`src/rtl/core/mrp_pkg.sv`:
```
package mrp_pkg;

	localparam int POS_W = 9;

	localparam logic [15:0] CRC_INIT = 16'hFFFF;
	localparam logic [15:0] CRC_POLY = 16'hA001;
	localparam logic [7:0]  EXC_BIT  = 8'h80;

	localparam logic [7:0] FC_READ_HOLDING = 8'd3;
	localparam logic [7:0] FC_WRITE_SINGLE = 8'd6;
	localparam logic [7:0] FC_WRITE_MULTI  = 8'd16;

	localparam logic [2:0] ST_OK       = 3'd0;
	localparam logic [2:0] ST_SHORT    = 3'd1;
	localparam logic [2:0] ST_EXCEPT   = 3'd2;
	localparam logic [2:0] ST_UNKNOWN  = 3'd3;
	localparam logic [2:0] ST_CRC_ERR  = 3'd4;

	localparam logic RK_WORD   = 1'b0;
	localparam logic RK_STATUS = 1'b1;

	typedef struct packed {
		logic en;       // a byte is processed this cycle
		logic feed;     // delayed byte goes into the crc
		logic restart;  // end of frame, back to init
	} crc_ctl_t;

	// one byte of crc-16/modbus, reflected, unrolled over the eight bits
	function automatic logic [15:0] crc16_byte(input logic [15:0] crc_in, input logic [7:0] data);
		logic [15:0] c;
		c = crc_in ^ {8'h00, data};
		for (int k = 0; k < 8; k++) begin
			if (c[0]) begin
				c = (c >> 1) ^ CRC_POLY;
			end else begin
				c = c >> 1;
			end
		end
		return c;
	endfunction

endpackage

```
`src/rtl/core/modbus_rtu_response_parser.sv`:
```
// channel   signals                                   moves
// rx        rx_valid, rx_stall, rx_byte, frame_last   one frame byte per transfer
// res       res_valid, res_stall, result_kind,        one register word or one
//           word_index, word_value, slave_address,    end-of-frame status per
//           function_code, frame_status,              transfer
//           exception_code
//
// one byte per cycle while rx_stall is low: a byte sits in the input
// register, then the parse, the crc step and the status decision update
// the result register. the output register lets the next byte enter while
// a result still waits.
// arst_n clears the frame state; res_stall holds the result and, once the
// input register is also full, raises rx_stall.
module modbus_rtu_response_parser
	import mrp_pkg::*;
#(
	parameter int FRAME_LIMIT = 256
)(
	input  logic        clk,
	input  logic        arst_n,
	input  logic        rx_valid,
	output logic        rx_stall,
	input  logic [7:0]  rx_byte,
	input  logic        frame_last,
	output logic        res_valid,
	input  logic        res_stall,
	output logic        result_kind,
	output logic [6:0]  word_index,
	output logic [15:0] word_value,
	output logic [7:0]  slave_address,
	output logic [7:0]  function_code,
	output logic [2:0]  frame_status,
	output logic [7:0]  exception_code
);

	localparam logic [POS_W-1:0] LIMIT = POS_W'(FRAME_LIMIT);

	logic        valid_s1;
	logic [7:0]  byte_s1;
	logic        last_s1;

	logic [POS_W-1:0] pos_q;
	logic [7:0]  addr_q;
	logic [7:0]  func_q;
	logic [7:0]  count_q;
	logic [7:0]  high_q;
	logic [7:0]  exc_q;

	logic        res_valid_q;
	logic        kind_q;
	logic [6:0]  widx_q;
	logic [15:0] wval_q;
	logic [7:0]  addr_out_q;
	logic [7:0]  func_out_q;
	logic [2:0]  status_q;
	logic [7:0]  exc_out_q;

	logic        out_free;
	logic        advance;
	logic [7:0]  addr_n;
	logic [7:0]  func_n;
	logic [7:0]  count_n;
	logic [7:0]  exc_n;
	logic        word_out;
	logic [POS_W-1:0] half_pos;
	logic [6:0]  widx;
	logic [2:0]  status;
	logic        below_limit;
	logic        is_read;
	logic        is_write;
	logic [POS_W:0] need_pos;
	crc_ctl_t    crc_ctl;
	logic [15:0] crc_next;
	logic [7:0]  crc_low;

	assign out_free = !res_valid_q || !res_stall;
	assign advance  = valid_s1 && out_free;
	assign rx_stall = valid_s1 && !out_free;

	always_ff @(posedge clk or negedge arst_n) begin
		if (!arst_n) begin
			valid_s1 <= 1'b0;
		end else if (!rx_stall) begin
			valid_s1 <= rx_valid;
		end
	end

	always_ff @(posedge clk) begin
		if (!rx_stall && rx_valid) begin
			byte_s1 <= rx_byte;
			last_s1 <= frame_last;
		end
	end

	// header bytes take effect in the same step they arrive
	assign addr_n  = (pos_q == POS_W'(0)) ? byte_s1 : addr_q;
	assign func_n  = (pos_q == POS_W'(1)) ? byte_s1 : func_q;
	assign count_n = (pos_q == POS_W'(2)) ? byte_s1 : count_q;
	assign exc_n   = (pos_q == POS_W'(2)) ? byte_s1 : exc_q;

	assign below_limit = pos_q < LIMIT;
	assign is_read     = func_n == FC_READ_HOLDING;
	assign is_write    = (func_n == FC_WRITE_SINGLE) || (func_n == FC_WRITE_MULTI);
	assign half_pos    = (pos_q - POS_W'(4)) >> 1;
	assign need_pos    = (POS_W+1)'(count_n) + (POS_W+1)'(4);

	always_comb begin
		word_out = 1'b0;
		widx     = 7'd0;
		if (below_limit && pos_q >= POS_W'(3) && (func_n & EXC_BIT) == 8'h00) begin
			if (is_read) begin
				if (pos_q >= POS_W'(4) && !pos_q[0]
						&& half_pos < POS_W'(count_n >> 1)) begin
					word_out = 1'b1;
					widx     = half_pos[6:0];
				end
			end else if (is_write) begin
				if (pos_q == POS_W'(3)) begin
					word_out = 1'b1;
					widx     = 7'd0;
				end else if (pos_q == POS_W'(5)) begin
					word_out = 1'b1;
					widx     = 7'd1;
				end
			end
		end
	end

	always_comb begin
		priority if (!below_limit) begin
			status = ST_CRC_ERR;
		end else if (pos_q < POS_W'(4)) begin
			status = ST_SHORT;
		end else if ((func_n & EXC_BIT) != 8'h00) begin
			status = ST_EXCEPT;
		end else if (is_read && {1'b0, pos_q} < need_pos) begin
			status = ST_SHORT;
		end else if (is_write && pos_q < POS_W'(6)) begin
			status = ST_SHORT;
		end else if (!is_read && !is_write) begin
			status = ST_UNKNOWN;
		end else if (crc_next != {byte_s1, crc_low}) begin
			status = ST_CRC_ERR;
		end else begin
			status = ST_OK;
		end
	end

	assign crc_ctl = '{en: advance, feed: pos_q >= POS_W'(2), restart: last_s1};

	mrp_crc u_crc (
		.clk       (clk),
		.arst_n    (arst_n),
		.ctl       (crc_ctl),
		.data      (byte_s1),
		.crc_next  (crc_next),
		.last_byte (crc_low)
	);

	always_ff @(posedge clk or negedge arst_n) begin
		if (!arst_n) begin
			pos_q   <= '0;
			addr_q  <= 8'h00;
			func_q  <= 8'h00;
			count_q <= 8'h00;
			high_q  <= 8'h00;
			exc_q   <= 8'h00;
		end else if (advance) begin
			if (last_s1) begin
				pos_q   <= '0;
				addr_q  <= 8'h00;
				func_q  <= 8'h00;
				count_q <= 8'h00;
				high_q  <= 8'h00;
				exc_q   <= 8'h00;
			end else begin
				if (below_limit) begin
					pos_q <= pos_q + POS_W'(1);
				end
				addr_q  <= addr_n;
				func_q  <= func_n;
				count_q <= count_n;
				high_q  <= byte_s1;
				exc_q   <= exc_n;
			end
		end
	end

	always_ff @(posedge clk or negedge arst_n) begin
		if (!arst_n) begin
			res_valid_q <= 1'b0;
		end else if (out_free) begin
			res_valid_q <= advance && (last_s1 || word_out);
		end
	end

	always_ff @(posedge clk) begin
		if (advance && (last_s1 || word_out)) begin
			addr_out_q <= addr_n;
			func_out_q <= func_n;
			if (last_s1) begin
				kind_q    <= RK_STATUS;
				widx_q    <= 7'd0;
				wval_q    <= 16'h0000;
				status_q  <= status;
				exc_out_q <= (status == ST_EXCEPT) ? exc_n : 8'h00;
			end else begin
				kind_q    <= RK_WORD;
				widx_q    <= widx;
				wval_q    <= {high_q, byte_s1};
				status_q  <= ST_OK;
				exc_out_q <= 8'h00;
			end
		end
	end

	assign res_valid      = res_valid_q;
	assign result_kind    = kind_q;
	assign word_index     = widx_q;
	assign word_value     = wval_q;
	assign slave_address  = addr_out_q;
	assign function_code  = func_out_q;
	assign frame_status   = status_q;
	assign exception_code = exc_out_q;

endmodule

```
`src/rtl/core/mrp_crc.sv`:
```
module mrp_crc
	import mrp_pkg::*;
(
	input  logic        clk,
	input  logic        arst_n,
	input  crc_ctl_t    ctl,
	input  logic [7:0]  data,
	output logic [15:0] crc_next,
	output logic [7:0]  last_byte
);

	logic [15:0] crc_q;
	logic [7:0]  dly0_q;
	logic [7:0]  dly1_q;

	// the two newest bytes wait in the delay line so the trailing crc is never fed
	assign crc_next  = ctl.feed ? crc16_byte(crc_q, dly1_q) : crc_q;
	assign last_byte = dly0_q;

	always_ff @(posedge clk or negedge arst_n) begin
		if (!arst_n) begin
			crc_q  <= CRC_INIT;
			dly0_q <= 8'h00;
			dly1_q <= 8'h00;
		end else if (ctl.en) begin
			if (ctl.restart) begin
				crc_q  <= CRC_INIT;
				dly0_q <= 8'h00;
				dly1_q <= 8'h00;
			end else begin
				crc_q  <= crc_next;
				dly1_q <= dly0_q;
				dly0_q <= data;
			end
		end
	end

endmodule

```
`config.mk`:
```
export PLATFORM = sky130hd
export DESIGN_NAME = modbus_rtu_response_parser
export DESIGN_NICKNAME = d
export VERILOG_FILES = /design/src/rtl/core/mrp_pkg.sv /design/src/rtl/core/modbus_rtu_response_parser.sv /design/src/rtl/core/mrp_crc.sv
export SDC_FILE = /design/constraint.sdc
export NUM_CORES = 1
export LEC_CHECK = 0
export ABC_AREA = 0
export BUFFER_PORTS_ARGS = -buffer_cell sky130_fd_sc_hd__buf_4
export CAP_MARGIN = 20
export CORE_AREA = 2 2 158 160
export DETAILED_ROUTE_END_ITERATION = 12
export DIE_AREA = 0 0 160 162
export PLACE_DENSITY = 0.47
export SLEW_MARGIN = 10
export SYNTH_ARGS = -nofsm -noshare
export SYNTH_HDL_FRONTEND = slang
export SYNTH_SLANG_ARGS = --single-unit
```
`constraint.sdc`:
```
create_clock -name clk -period 7.6 [get_ports clk]
set_input_delay 0.76 -clock clk [delete_from_list [all_inputs] [get_ports clk]]
set_output_delay 0.76 -clock clk [all_outputs]
set_load 0.005 [all_outputs]
```
==> results.yml, run 1 <==
drt:
  num_vias: 5347
  detail_route.wl_per_cell_um: 19.5
  routed_wirelength_um: 20900
  drt_pre_antenna_iters: 5
  detail_route.drc_violations: 0
  postRouteAntennaNets: 0
  drt-initial-drc-count: 372
  routed_via_density: 5.00
setup_path:
  cp_data_arrival_time_ns: 5.31
  worstPathRequired_ns: 7.66
  reg2reg_depth: 10
  critPathTopFamily: "compound AO/OA/AOI/OAI gates"
  start_kind: "flip-flop"
  timing_worst_setup_path_type: "reg2reg"
  crit_chain: "nor4_4 > nand3_2 > a21boi_0 > ha_1 > a211oi_1 > o2111ai_1 > nor4b_1 > a222oi_1 > a21oi_4 > buf_4"
  worst_path_largest_cell_delay_ns: 0.62
  path_max_fanout: 37
  worst-path-stages: 10
  timing.critical_path.buf_inv: 1
  end_kind: "flip-flop"
  cp_slowest_cell: "nor4_4"
clock_network:
  clkLatencyLatePin_ns: 0.43
  ctsLongestPathBuffers: 2
  cts.repair_timing.setup_buffer_count: 0
  h-tree-depth: 4
  cts_root_buffer: "clkbuf_16"
  holdBufCountCts: 0
  tritoncts_clock_tree: "yes"
  cts_inserted_buffers: 17
  cts.reportedPaths.clkPinSlew_ns: 0.06
  cts_repair_resized_insts: 0
  clkSinkCount: 135
logic_synthesis:
  synthesis.area_per_instance_sq_um: 10.6
  synth-warning-count: 0
  synth_area_sq_um: 7180
  synth_cell_type_count: 72
  synth_top_area_frac: 0.251
  syn_inst: 677
  number_of_synthesized_flops_with_an_enable_pin: 60
  ys_top_cells_by_area: "edfxtp_1 25%, dfrtp_1 21%, nand2_1 5.9%, dfstp_2 5.9%, ha_1 3.3%"
  synth_largest_area_cell: "edfxtp_1"
  number_of_flip_flops_and_latches_in_the_synthesized_netlist: 135
  synthArstFlopShare: 0.556
  synth_seq_area_share: 0.515
  ys.flop_type: "edfxtp_1"
  syn-num-nets: 709
pwr:
  proportion_of_power_drawn_by_combinational_gates: 0.354
  irDropWorstVdd_mv: 0.190
  power_mw: 2.84
  power_switching_mw: 1.01
  power.static_leakage_nw: 3.54
  p_seq_frac: 0.368
  powerDensity_nw_per_um2: 332
  pint_mw: 1.83
  power.switching_fraction: 0.354
  power_frac_clock: 0.278
sta:
  slew_violations: 0
  min_period_ns: 5.25
  fin_worst_skew_ns: 0.00978
  timing.final.setup_violations: 0
  final-hold-violation-count: 0
  max_freq_mhz: 190
  max-slew-margin-rel: 0.441
  finalCritPeriodShare: 0.691
  grt_setup_unrepaired: "false"
  tightest_slew_ns: 0.839
  setup_total_negative_slack_ns: 0
placement:
  port-buffer-count: 65
  dp_hpwl_um: 14100
  gp_congestion: 0.959
layout:
  final_layout_size_suffix_gt1_frac: 0.209
  flow.area_growth_from_synthesis_pct: 19.2
  num-nets-final: 764
  num_antenna_cells: 0
grt:
  gr-total-overflow: 0
  grt_pass1_vias: 5400
  grt_pass1_wl_um: 32500
  grt_antenna_before_repair: 1
  groute.usage.overall: 0.166
  grt_max_degree: 76
floorplan:
  rows: 57
  io_pins: 66
  core_area_sq_um: 24100
  dieHeight_um: 162
  dieWidth_um: 160
  design.die.area_sq_um: 25900
  initial_util: 0.298
worst_hold_path:
  holdCritPathClass: "in2async"
run:
  max-cap-violations: 0
status:
  status: "complete, no violations"
## cells by family (layout without fill, tap and decap cells)
group	count (synthesis)	after routing	synth area share
simple gates	241	241	0.162
compound gates	152	152	0.142
flops	135	135	0.515
buf+inv	54	122	0.0321
xor+xnor	50	50	0.0742
mux	25	25	0.0396
fa+ha+maj	20	20	0.0347
## worst paths after layout
path,from,end,slack [ns]
worst min register to register,count_q[7],count_q[7],0.48
worst max register to register,pos_q[5],word_value[12],2.35
max in group asynchronous,arst_n,u_crc.crc_q[13],6.65
worst max-delay path,pos_q[5],word_value[12],2.35
worst min-delay path,arst_n,func_q[1],0.28
min in group clk,count_q[7],count_q[7],0.48
## stage by stage
step           instance area, sq um  setup WS [ns]  utilization  hold WS [ns]  std cells
5_1_grt                        8560           1.78        0.355         0.303       1069
3_3_place_gp                   7980           2.53        0.331         0.464       1036
4_1_cts                        8530           2.33        0.354         0.489       1068
3_5_place_dp                   7980           2.33        0.331         0.475       1036
2_1_floorplan                  7180           1.75            -         0.445        677
6_report                       8560           2.35        0.355         0.280       1069
## sequential cells by signal (all words and copies together) (netlist names), 3 cells and up
name	cells
u_crc.crc_q	16
word_value	16
pos_q	9
addr_q	8
byte_s1	8
count_q	8
exc_q	8
exception_code	8
func_q	8
function_code	8
high_q	8
slave_address	8
u_crc.dly1_q	8
word_index	7
frame_status	3
## cell type report
type,instances,area [sq um]
Clock buffer,20,447
Clock inverter,12,105
Fill cell,2459,15500
Inverter,15,56.3
Multi-Input combinational cell,488,3270
Sequential cell,135,3700
Tap cell,324,405
Timing Repair Buffer,75,583
## power by group through the flow
stage                     sequential [mW]  clock, mW  combinational [mW]
final                                1.05      0.789                1.00
after global routing                 1.06      0.834                1.10
after CTS                            1.05      0.799                1.00
after detailed placement             1.06          0               0.999
after floorplan                      1.01          0               0.785
after global placement               1.05          0               0.990
## metal layers
layer	vias to the layer above	global-route usage	routed length (um)
met5	-	0	0
met4	0	0.0405	264
met3	17	0.0373	946
met2	127	0.269	9860
met1	2666	0.227	9810
li1	2537	-	-
## synthesized netlist by cell type (all sizes together), types with 3 or more instances
library cell and count:
nand2 113, edfxtp 60, dfrtp 59, nor2 40
o21ai 40, a21oi 37, xnor2 28, clkbuf 26
nor2b 20, ha 19, xor2 19, a22o 16
dfstp 16, a21boi 14, inv 14, mux2 14
buf 13, mux2i 11, nand3 11, o22ai 11
nor3 10, nor4 10, nand2b 7, nand4 7
a31oi 5, or3 5, a211oi 4, a22oi 3
and2 3, nand4b 3, nor3b 3, o211a 3
xnor3 3
## layout by cell type (no fill, tap or decap), types with 3 or more instances in the layout
master | netlist | routed
a211oi_1 | 4 | 4
a21boi_0 | 12 | 12
a21oi_1 | 37 | 36
a22o_1 | 16 | 16
a22oi_1 | 3 | 3
a31oi_1 | 5 | 5
buf_4 | 1 | 74
clkbuf_16 | 0 | 17
clkinv_2 | 0 | 4
clkinv_4 | 0 | 3
dfrtp_1 | 59 | 59
dfstp_2 | 16 | 16
edfxtp_1 | 60 | 60
ha_1 | 19 | 19
inv_1 | 14 | 14
mux2_2 | 12 | 12
mux2i_1 | 10 | 10
nand2_1 | 113 | 112
nand2b_1 | 7 | 7
nand3_1 | 10 | 10
nand4_1 | 7 | 7
nand4b_1 | 3 | 3
nor2_1 | 37 | 37
nor2b_1 | 20 | 20
nor3_1 | 10 | 10
nor3b_1 | 3 | 3
nor4_1 | 9 | 9
o211a_1 | 3 | 3
o21ai_0 | 38 | 38
o22ai_1 | 11 | 11
or3_1 | 5 | 5
xnor2_1 | 21 | 21
xnor2_2 | 7 | 7
xor2_1 | 19 | 19
## worst register-to-register path, stage by stage (launching register included)
cell and delay, ns:
dfrtp_1 0.52, nor4_4 0.62, nand3_2 0.60, a21boi_0 0.58, ha_1 0.34, a211oi_1 0.24
o2111ai_1 0.27, nor4b_1 0.34, a222oi_1 0.20, a21oi_4 0.57, buf_4 0.55
Note: power is estimated with default switching activity, not from simulation.
==> run 2, diff against run 1 <==
==> constraint.sdc (replaced) <==
create_clock -name clk -period 4.9 [get_ports clk]
set_input_delay 0.49 -clock clk [delete_from_list [all_inputs] [get_ports clk]]
set_output_delay 0.49 -clock clk [all_outputs]
set_load 0.005 [all_outputs]
==> results.yml, run 2 (same netlist as run 1, synthesis figures left out) <==
clock_network:
  cts_inserted_buffers: 17
  clkSinkCount: 135
  cts_repair_resized_insts: 0
  ctsLongestPathBuffers: 2
  tritoncts_clock_tree: "yes"
  clkLatencyLatePin_ns: 0.42
  cts.repair_timing.setup_buffer_count: 0
  cts_root_buffer: "clkbuf_16"
  cts.reportedPaths.clkPinSlew_ns: 0.06
  h-tree-depth: 4
  holdBufCountCts: 0
layout:
  layout_commonest_cell: "nand2_1"
  num-nets-final: 770
  flow.area_growth_from_synthesis_pct: 20.9
  post_route_utilization: 0.360
  final-instance-count-excl-fill: 1075
  final_layout_size_suffix_gt1_frac: 0.213
  most-common-layout-cells: "112 x nand2_1, 78 x buf_4, 60 x edfxtp_1, 59 x dfrtp_1, 38 x o21ai_0"
  num_antenna_cells: 0
status:
  status: "complete, no violations"
setup_path:
  timing_worst_setup_path_type: "reg2reg"
  worstReg2RegStart: "pos_q[3]"
  path_max_fanout: 42
  cp_data_arrival_time_ns: 4.36
  cp_slowest_cell: "nor3_1"
  worst_path_largest_cell_delay_ns: 0.51
  start_kind: "flip-flop"
  end_kind: "flip-flop"
  worstPathRequired_ns: 5.00
  critPathLaunch: "pos_q[3]"
  crit_chain: "nor3_1 > nand3_2 > buf_4 > a21boi_0 > ha_1 > a211oi_1 > o2111ai_1 > nor4b_1 > a222oi_1 > a21oi_4 > buf_12"
sta:
  fin_worst_skew_ns: 0.0128
  tightest_slew_ns: 0.836
  max_freq_mhz: 234
  final-hold-violation-count: 0
  setup_total_negative_slack_ns: 0
  slew_violations: 0
  grt_setup_unrepaired: "false"
  max-slew-margin-rel: 0.442
  timing.final.setup_violations: 0
  finalCritPeriodShare: 0.871
  min_period_ns: 4.27
floorplan:
  dieHeight_um: 162
  design.die.area_sq_um: 25900
  core_area_sq_um: 24100
  rows: 57
  initial_util: 0.298
  io_pins: 66
  dieWidth_um: 160
grt:
  grt_pass1_wl_um: 32800
  grt_max_degree: 76
  groute.usage.overall: 0.167
  grt_pass1_vias: 5515
  gr-total-overflow: 0
  grt_antenna_before_repair: 0
drt:
  detail_route.wl_per_cell_um: 19.3
  drt-initial-drc-count: 369
  detail_route.drc_violations: 0
  drt_pre_antenna_iters: 5
  routed_wirelength_um: 20800
  routed_via_density: 5.06
  num_vias: 5436
  postRouteAntennaNets: 0
placement:
  dp_hpwl_um: 14300
  gp_congestion: 0.874
  port-buffer-count: 65
  placed_cells_incl_taps: 1041
worst_hold_path:
  timing.hold.worst.start: "rx_byte[7]"
  holdCritPathClass: "in2reg"
pwr:
  power.static_leakage_nw: 3.59
  irDropWorstVdd_mv: 0.322
  powerDensity_nw_per_um2: 521
  power_mw: 4.52
run:
  max-cap-violations: 0
## run 2: area by class of cell
type / instances / area, sq um
tap: 324 / 405
clock inverter: 10 / 143
timing repair buffer: 81 / 643
inverter: 15 / 56.3
sequential: 135 / 3700
fill: 2435 / 15400
clock buffer: 22 / 465
multi-input combinational: 488 / 3270
## run 2: per-layer routing
layer / vias to the layer above / GRT usage / part of all wire
li1: 2545 / - / -
met1: 2689 / 0.230 / 0.48
met2: 161 / 0.252 / 0.44
met3: 41 / 0.0358 / 0.045
met4: 0 / 0.0737 / 0.031
met5: - / 0 / 0
## run 2: worst paths after layout
| check | endpoint | slack (ns) | cells after the start |
|---|---|---|---|
| max in group asynchronous | u_crc.crc_q[3] | 3.73 | 3 |
| max | word_value[10] | 0.63 | 11 |
| min reg2reg | count_q[7] | 0.48 | 2 |
| max reg2reg | word_value[10] | 0.63 | 11 |
| min in group asynchronous | func_q[4] | 0.52 | 2 |
| min | byte_s1[7] | 0.25 | 1 |
## run 2: worst max-delay path: cells and delay by family (launching register included)
family,cells,cell delay [ns]
buffers and inverters,2,0.55
and+or+nand+nor,3,1.16
DFF,1,0.48
adders and majority gates,1,0.34
AOI/OAI and AO/OA,5,1.36
## run 2: metrics by stage
stage / cell area, sq um / hold WS [ns] / setup WS, ns
detailed placement: 8030 / 0.471 / 0.668
floorplan: 7180 / 0.194 / 0.183
global placement: 8030 / 0.464 / 0.929
CTS: 8640 / 0.227 / 0.636
finish: 8680 / 0.250 / 0.634
global route: 8680 / 0.231 / 0.282
## run 2: report_power, final
group	leakage, nW	switching (mW)	internal (mW)	total (mW)
Combinational	1.77	0.848	0.712	1.56
Sequential	1.54	0.198	1.43	1.63
Clock	0.290	0.500	0.834	1.33
